## src/hw/rtl/fjp_pkg.sv

```systemverilog
package fjp_pkg;

  typedef enum logic [2:0] {
    ST_PARSING  = 3'd0,
    ST_OK       = 3'd1,
    ST_NOT_OBJ  = 3'd2,
    ST_BAD_PAIR = 3'd3,
    ST_BAD_SEP  = 3'd4,
    ST_TRAILING = 3'd5
  } status_t;

  typedef struct packed {
    logic [7:0] byte_value;
    logic       end_marker;
  } text_t;

  typedef struct packed {
    logic [7:0] out_char;
    logic       char_valid;
    logic       in_key;
    logic       string_done;
    status_t    status;
  } result_t;

endpackage

```

## src/hw/rtl/fjp_text_if.sv

```systemverilog
interface fjp_text_if
  import fjp_pkg::*;
();
  logic  valid;
  logic  ready;
  text_t data;

  modport source (output valid, output data, input ready);
  modport sink (input valid, input data, output ready);
endinterface

```

## src/hw/rtl/fjp_result_if.sv

```systemverilog
interface fjp_result_if
  import fjp_pkg::*;
();
  logic    valid;
  logic    ready;
  result_t data;

  modport source (output valid, output data, input ready);
  modport sink (input valid, input data, output ready);
endinterface

```

## src/hw/rtl/flat_json_object_parser.sv

```systemverilog
// channel  | role  | word
// ---------+-------+-----------------------------------------------
// text     | sink  | byte_value, end_marker
// result   | source| out_char, char_valid, in_key, string_done, status
//
// one word in, one word out; one byte per clock sustained while result is ready
// a word passes through the input register, then parse logic into the output register
// the parse state advances when a word moves into the output register
// rst (synchronous) clears both stages, the phase and the latched error
// a stalled result holds; the input register then takes a word only while it is empty
module flat_json_object_parser
  import fjp_pkg::*;
(
  input  logic           clk,
  input  logic           rst,
  fjp_text_if.sink       text,
  fjp_result_if.source   result
);

  localparam logic [7:0] CH_LBRACE = 8'h7B;
  localparam logic [7:0] CH_RBRACE = 8'h7D;
  localparam logic [7:0] CH_COLON  = 8'h3A;
  localparam logic [7:0] CH_COMMA  = 8'h2C;
  localparam logic [7:0] CH_QUOTE  = 8'h22;
  localparam logic [7:0] CH_BSLASH = 8'h5C;

  typedef enum logic [10:0] {
    PH_OPEN      = 11'b000_0000_0001,
    PH_FIRST     = 11'b000_0000_0010,
    PH_KEY       = 11'b000_0000_0100,
    PH_KEY_ESC   = 11'b000_0000_1000,
    PH_COLON     = 11'b000_0001_0000,
    PH_VALUE_Q   = 11'b000_0010_0000,
    PH_VALUE     = 11'b000_0100_0000,
    PH_VALUE_ESC = 11'b000_1000_0000,
    PH_SEP       = 11'b001_0000_0000,
    PH_NEXT_KEY  = 11'b010_0000_0000,
    PH_DONE      = 11'b100_0000_0000
  } phase_t;

  logic    s1_valid;
  text_t   s1_data;
  logic    out_valid;
  result_t out_data;
  result_t out_next;
  phase_t  phase;
  phase_t  phase_next;
  status_t err;
  status_t err_next;
  logic    out_take;
  logic    blank;
  logic    esc_ok;
  logic [7:0] esc_char;
  logic [7:0] b;

  assign out_take     = !out_valid || result.ready;
  assign text.ready   = !s1_valid || out_take;
  assign result.valid = out_valid;
  assign result.data  = out_data;

  assign b     = s1_data.byte_value;
  assign blank = (b == 8'h20) || (b >= 8'h09 && b <= 8'h0D);

  always_comb begin
    esc_ok   = 1'b1;
    esc_char = b;
    unique case (b)
      CH_QUOTE, CH_BSLASH, 8'h2F: esc_char = b;
      8'h62:   esc_char = 8'h08;
      8'h66:   esc_char = 8'h0C;
      8'h6E:   esc_char = 8'h0A;
      8'h72:   esc_char = 8'h0D;
      8'h74:   esc_char = 8'h09;
      default: esc_ok = 1'b0;
    endcase
  end

  always_comb begin
    phase_next = phase;
    err_next   = err;
    out_next   = '{out_char: 8'd0, char_valid: 1'b0, in_key: 1'b0,
                   string_done: 1'b0, status: ST_PARSING};
    if (s1_data.end_marker) begin
      phase_next = PH_OPEN;
      err_next   = ST_PARSING;
      if (err != ST_PARSING) begin
        out_next.status = err;
      end else begin
        unique case (phase)
          PH_DONE: out_next.status = ST_OK;
          PH_OPEN: out_next.status = ST_NOT_OBJ;
          PH_SEP:  out_next.status = ST_BAD_SEP;
          default: out_next.status = ST_BAD_PAIR;
        endcase
      end
    end else if (err == ST_PARSING) begin
      unique case (phase)
        PH_OPEN: begin
          if (b == CH_LBRACE) phase_next = PH_FIRST;
          else if (!blank) err_next = ST_NOT_OBJ;
        end
        PH_FIRST: begin
          if (b == CH_RBRACE) phase_next = PH_DONE;
          else if (b == CH_QUOTE) phase_next = PH_KEY;
          else if (!blank) err_next = ST_BAD_PAIR;
        end
        PH_KEY, PH_VALUE: begin
          if (b == CH_QUOTE) begin
            out_next.string_done = 1'b1;
            out_next.in_key      = (phase == PH_KEY);
            phase_next = (phase == PH_KEY) ? PH_COLON : PH_SEP;
          end else if (b == CH_BSLASH) begin
            phase_next = (phase == PH_KEY) ? PH_KEY_ESC : PH_VALUE_ESC;
          end else begin
            out_next.out_char   = b;
            out_next.char_valid = 1'b1;
            out_next.in_key     = (phase == PH_KEY);
          end
        end
        PH_KEY_ESC, PH_VALUE_ESC: begin
          if (esc_ok) begin
            out_next.out_char   = esc_char;
            out_next.char_valid = 1'b1;
            out_next.in_key     = (phase == PH_KEY_ESC);
            phase_next = (phase == PH_KEY_ESC) ? PH_KEY : PH_VALUE;
          end else begin
            err_next = ST_BAD_PAIR;
          end
        end
        PH_COLON: begin
          if (b == CH_COLON) phase_next = PH_VALUE_Q;
          else if (!blank) err_next = ST_BAD_PAIR;
        end
        PH_VALUE_Q: begin
          if (b == CH_QUOTE) phase_next = PH_VALUE;
          else if (!blank) err_next = ST_BAD_PAIR;
        end
        PH_SEP: begin
          if (b == CH_RBRACE) phase_next = PH_DONE;
          else if (b == CH_COMMA) phase_next = PH_NEXT_KEY;
          else if (!blank) err_next = ST_BAD_SEP;
        end
        PH_NEXT_KEY: begin
          if (b == CH_QUOTE) phase_next = PH_KEY;
          else if (!blank) err_next = ST_BAD_PAIR;
        end
        PH_DONE: begin
          if (!blank) err_next = ST_TRAILING;
        end
        default: err_next = ST_BAD_PAIR;
      endcase
    end
  end

  always_ff @(posedge clk) begin
    if (rst) begin
      s1_valid <= 1'b0;
    end else if (text.ready) begin
      s1_valid <= text.valid;
    end
    if (text.valid && text.ready) begin
      s1_data <= text.data;
    end
  end

  // state moves with the word entering the output register
  always_ff @(posedge clk) begin
    if (rst) begin
      out_valid <= 1'b0;
      phase     <= PH_OPEN;
      err       <= ST_PARSING;
    end else if (out_take) begin
      out_valid <= s1_valid;
      if (s1_valid) begin
        phase <= phase_next;
        err   <= err_next;
      end
    end
    if (out_take && s1_valid) begin
      out_data <= out_next;
    end
  end

endmodule
```

## src/flat_wrapper.sv

```systemverilog
// flat-port wrapper written by rule: the top's interface ports become plain ports
module flat_json_object_parser_flat import fjp_pkg::*;
  (clk, rst, text_valid, text_data, text_ready, result_valid, result_data, result_ready);
  fjp_text_if text_i ();
  fjp_result_if result_i ();
  input  logic clk;
  input  logic rst;
  input wire logic [$bits(text_i.valid)-1:0] text_valid;
  input wire logic [$bits(text_i.data)-1:0] text_data;
  output wire logic [$bits(text_i.ready)-1:0] text_ready;
  output wire logic [$bits(result_i.valid)-1:0] result_valid;
  output wire logic [$bits(result_i.data)-1:0] result_data;
  input wire logic [$bits(result_i.ready)-1:0] result_ready;
  assign text_i.valid = text_valid;
  assign text_i.data = text_data;
  assign text_ready = text_i.ready;
  assign result_valid = result_i.valid;
  assign result_data = result_i.data;
  assign result_i.ready = result_ready;
  flat_json_object_parser u_core (.clk(clk), .rst(rst), .text(text_i), .result(result_i));
endmodule
```

## config.mk

```make
export PLATFORM = sky130hd
export DESIGN_NAME = flat_json_object_parser_flat
export DESIGN_NICKNAME = d
export VERILOG_FILES = /design/src/hw/rtl/fjp_pkg.sv /design/src/hw/rtl/fjp_text_if.sv /design/src/hw/rtl/fjp_result_if.sv /design/src/hw/rtl/flat_json_object_parser.sv /design/src/flat_wrapper.sv
export SDC_FILE = /design/constraint.sdc
export NUM_CORES = 1
export LEC_CHECK = 0
export BUFFER_PORTS_ARGS = -buffer_cell sky130_fd_sc_hd__buf_2
export CAP_MARGIN = 15
export CORE_ASPECT_RATIO = 0.9
export CORE_MARGIN = 2
export CORE_UTILIZATION = 50
export DETAILED_ROUTE_END_ITERATION = 8
export MAX_ROUTING_LAYER = met4
export PLACE_DENSITY_LB_ADDON = 0.25
export SYNTH_ARGS = -nofsm -noshare
export SYNTH_HDL_FRONTEND = slang
export SYNTH_SLANG_ARGS = --single-unit
```

## constraint.sdc

```tcl
create_clock -name clk -period 6.9 [get_ports clk]
set_input_delay 1.38 -clock clk [delete_from_list [all_inputs] [get_ports clk]]
set_output_delay 1.38 -clock clk [all_outputs]
set_load 0.01 [all_outputs]
```

Yosys cells after proc, flatten, opt, wreduce, memory -nomap -nowiden
Cells that the tools add are included.
{ "totals": {"inputBits": 13, "ff_bits": 39, "elab_cells": 115} }
{ "classes": {"magnitude_cmp": 2, "n_bitwise": 2, "n_mux": 40, "reduce_logical": 20, "eq_ne": 40} }
{ "op_table": {"columns": ["operator", "count"], "rows": [
  ["11-bit 2-to-1 mux", 12],
  ["11-bit case mux with 8 select lines", 1],
  ["8-bit by 7-bit == test with 1-bit output, second input constant", 8],
  ["3-bit 2-to-1 mux", 14],
  ["8-bit by 6-bit == test with 1-bit output, second input constant", 5],
  ["8-bit case mux with 5 select lines", 1],
  ["3-bit by 2-bit != test with 1-bit output, second input constant", 9],
  ["3-bit case mux with 8 select lines", 1],
  ["10-bit 2-to-1 mux", 2],
  ["10-bit case mux with 2 select lines", 1],
  ["9-bit 2-to-1 mux", 2],
  ["13-bit AND reduction", 1],
  ["3-bit by 1-bit != test with 1-bit output, second input constant", 4],
  ["11-bit by 1-bit == test with 1-bit output, second input constant", 1],
  ["11-bit by 10-bit == test with 1-bit output, second input constant", 1],
  ["11-bit == test, second input constant", 1],
  ["11-bit by 2-bit == test with 1-bit output, second input constant", 1],
  ["11-bit by 3-bit == test with 1-bit output, second input constant", 1],
  ["11-bit by 4-bit == test with 1-bit output, second input constant", 1],
  ["11-bit by 5-bit == test with 1-bit output, second input constant", 1],
  ["11-bit by 6-bit == test with 1-bit output, second input constant", 1],
  ["11-bit by 7-bit == test with 1-bit output, second input constant", 1],
  ["11-bit by 8-bit == test with 1-bit output, second input constant", 1],
  ["11-bit by 9-bit == test with 1-bit output, second input constant", 1],
  ["20 further kinds", 32]
]} }

Logic depth before layout (Yosys ltp)
{ "logic_depth": {"depth_word": 9, "ltp_mapped": 8, "ltp_nobuf": 7} }

Worst setup path after synthesis
Ideal clock, no wire load.
{ "synth_path": {"path_type": "input-to-output", "start": "in result_ready", "end": "out text_ready", "required_time_ns": 5.520, "setup_slack_ns": 3.843, "arrival_time_ns": 1.677, "cell_stages": 2, "n_path_buf": 0, "path_cell_list": "nor2b_1 -> nand2_1"} }
{ "synth_between": {"elab_chain_len": 2} }
{ "synth_lines": {"columns": ["element", "line_no", "rtl"], "rows": [
  ["from (decl)", "flat_wrapper.sv:13", "input wire logic [$bits(result_i.ready)-1:0] result_ready;"],
  ["1-bit logical OR", "flat_json_object_parser.sv:56", "assign out_take = !out_valid || result.ready;"],
  ["1-bit logical OR", "flat_json_object_parser.sv:57", "assign text.ready = !s1_valid || out_take;"],
  ["to (decl)", "flat_wrapper.sv:10", "output wire logic [$bits(text_i.ready)-1:0] text_ready;"]
]} }
Every way passes these cells.

Worst setup path in the final report
Same ends and word-level chain as after synthesis.

==> results_dict.tcl <==
set metrics [dict create \
    outcome "finished, final reports clean" \
    first_global_vias 1766 \
    syn_nets 265 \
    grt_max_degree 17 \
    yosys-top-cells-area "edfxtp_1 29%, dfxtp_1 14%, nor3_1 3.8%, nor2_1 3.5%, nand2_1 3.2%" \
    insertedDiodeCount 0 \
    drc 0 \
    htree_levels 2 \
    drt_pass1_iterations 4 \
    synth.avg_cell_area_um2 9.349 \
    hold_depth 2 \
    critPathKind "in2out" \
    power.internal_uw 338.5 \
    tns_ns 0 \
    combPwrFrac_pct 7.2 \
    grt.total_usage_pct 20.46 \
    endpoint "text_ready" \
    synth_top_area_cell "edfxtp_1" \
    swShare_pct 23.35 \
    ys_ff_latch 39 \
    r2r-end "u_core.phase[4]" \
    cp-startpoint "result_ready" \
    initial_core_util_pct 52.48 \
    root_buffer "clkbuf_8" \
    setup_viol 0 \
    viasPerCell 5.988 \
    synth_area_um2 2356 \
    wl_per_cell_um 14.96 \
    worst_pin_slew_ns 0.9161 \
    num-fill-cells 416 \
    irDropWorstVdd_mv 0.1251 \
    pwr-share-seq_pct 59.7 \
    routabilityCongestion 0.9211 \
    io_buffer_count 28 \
    cp.arrival_ns 1.91 \
    clkLatencyLatePin_ns 0.29 \
    reg2reg_from "u_core.b[4]" \
    synth_top_cell_area_share_pct 29.31 \
    hold_buffers 0 \
    dp_cells 328 \
    grt_pass1_wl_um 8445 \
    die_y_um 69.12 \
    finalNonFillerCells 336 \
    first_iter_violations 163 \
    dieArea_um2 5278 \
    ys_seq_area_share_pct 42.91 \
    required_ns 5.52 \
    rsz0062_at_grt "false" \
    r2r_slack_ns 3.87 \
    dpl.hpwl_um 3615 \
    ioPinCount 29 \
    syn-instance-count 252 \
    slew_viol_final 0 \
    coreArea_um2 4489 \
    clk_pin_slew_ns 0.07 \
    hold_viol 0 \
    worstSetupStartpointType "input pin" \
    maxCapViolations 0 \
    skew_ns 0.007714 \
    cts_setup_buffers 0 \
    end_kind "output pin" \
    ys_warn_count 0 \
    num_vias 2012 \
    maxSlewHeadroom_pct 38.07 \
    power.density_nw_per_um2 169.8 \
    holdCritPathClass "reg2reg" \
    clockPowerShare_pct 33.1 \
    cts.sinks 39 \
    row_count 23 \
    synth_cell_types 56 \
    power.leakage_uw 0.0009432 \
    async_flop_share_pct 0 \
    synth-edff-count 23 \
    max_freq_mhz 303.9 \
    cts_resized 0 \
    antenna_found_initial 0 \
    yosys_most_used_dff "edfxtp_1" \
    drtAntennaViolNets 0 \
    cts_buffers 5 \
    min_period_over_period_pct 47.69 \
    clock_path_buffers 2 \
    wl_um 5025 \
    p_sw_uw 103.1 \
    cts_tree "done" \
    drive_gt1_share_pct 16.79 \
    grt_overflow 0 \
    reg2reg_depth 7 \
    die_x_um 76.36 \
    post-route-min-period_ns 3.291 \
    syn_to_final_growth_pct 10.41 \
    worstPathMaxFanout 4 \
    layout.nets 286 \
]
stage by stage:
stage / area [µm²] / hold WS [ns] / utilization, % / setup WS [ns] / power, µW
after floorplan: 2356 / 0.4607 / - / 3.843 / 288.0
after global routing: 2601 / 0.5221 / 57.94 / 3.508 / 461.0
final: 2601 / 0.4991 / 57.94 / 3.609 / 441.6
after CTS: 2601 / 0.4974 / 57.94 / 3.615 / 445.8
after global placement: 2520 / 0.4753 / 56.13 / 3.634 / 299.6
after detailed placement: 2520 / 0.4874 / 56.13 / 3.620 / 300.2
placed cells by master (no fill, tap or decap), types with 3 or more instances in the layout:
cell,netlist,final
buf_2,1,28
edfxtp_1,23,23
nor2_1,22,22
nand2_1,20,20
nor3_1,18,18
dfxtp_1,16,16
nand2b_1,11,11
a21oi_1,10,10
nor2b_1,9,9
mux2i_1,7,7
nand4_1,7,7
o21ai_0,7,7
inv_1,6,6
nand3_1,6,6
and2_1,5,5
xnor2_1,5,5
and3_1,5,5
clkbuf_8,0,5
xor2_1,4,4
o32ai_1,4,4
nand3b_1,3,3
or2_2,3,3
or3_1,3,3
nor4_1,3,3
nor4b_1,3,3
area by class of cell:
class	count	area (µm²)	area share, %
tap	62	77.57	2.982
sequential	39	1011	38.86
timing repair buffer	28	140.1	5.387
clock inverter	1	5.005	0.1924
inverter	6	22.52	0.8658
clock buffer	7	76.32	2.934
multi-input combinational	193	1269	48.77
cell usage after synthesis (3+ instances only):
| cell | n |
|---|---|
| edfxtp_1 | 23 |
| nor2_1 | 22 |
| nand2_1 | 20 |
| nor3_1 | 18 |
| dfxtp_1 | 16 |
| clkbuf_1 | 13 |
| nand2b_1 | 11 |
| a21oi_1 | 10 |
| nor2b_1 | 9 |
| mux2i_1 | 7 |
| nand4_1 | 7 |
| o21ai_0 | 7 |
| inv_1 | 6 |
| nand3_1 | 6 |
| and2_1 | 5 |
| and3_1 | 5 |
| xnor2_1 | 5 |
| o32ai_1 | 4 |
| xor2_1 | 4 |
| nand3b_1 | 3 |
| nor4_1 | 3 |
| nor4b_1 | 3 |
| or2_2 | 3 |
| or3_1 | 3 |
how the worst min path moves through the flow:
stage	from	to
2_1_floorplan	u_core.err[1]	u_core.err[1]
6_report	u_core.err[0]	u_core.err[0]
3_5_place_dp	u_core.err[1]	u_core.err[1]
5_1_grt	u_core.err[1]	u_core.err[1]
3_3_place_gp	u_core.err[1]	u_core.err[1]
4_1_cts	u_core.err[1]	u_core.err[1]
cells by family after synthesis:
family,Yosys count,share of synthesized area [%]
AND/OR/NAND/NOR,136,34.79
multiplexers,7,2.974
buffers and inverters,20,3.239
flip-flops,39,42.91
XOR/XNOR,9,3.345
AO/OA/AOI/OAI,41,12.75
flip-flops by register name (all words and copies together), names as in the netlist:
register             flops
u_core.s1_data           1
u_core.b                 8
u_core.result.data      14
u_core.phase            11
u_core.err               3
u_core.result.valid      1
u_core.s1_valid          1
metal layers:
metal	vias to the layer above	routed length, µm	GRT usage, %
met5	-	0	-
met1	929	2353	27.26
met4	0	84	8.283
li1	982	-	-
met3	8	325	4.319
met2	93	2262	30.58
worst max-delay path, stage by stage:
cell and delay, ns:
buf_2 0.09, nor2b_1 0.20, nand2_1 0.09, buf_2 0.14
power groups by stage:
stage               Sequential, µW  Combinational, µW  Clock, µW
finish                         264               31.7        146
global route                   265               35.3        161
CTS                            263               31.7        151
detailed placement             269               31.6          0
global placement               268               31.3          0
floorplan                      265               22.9          0
Note: power is estimated with default switching activity, not from simulation.
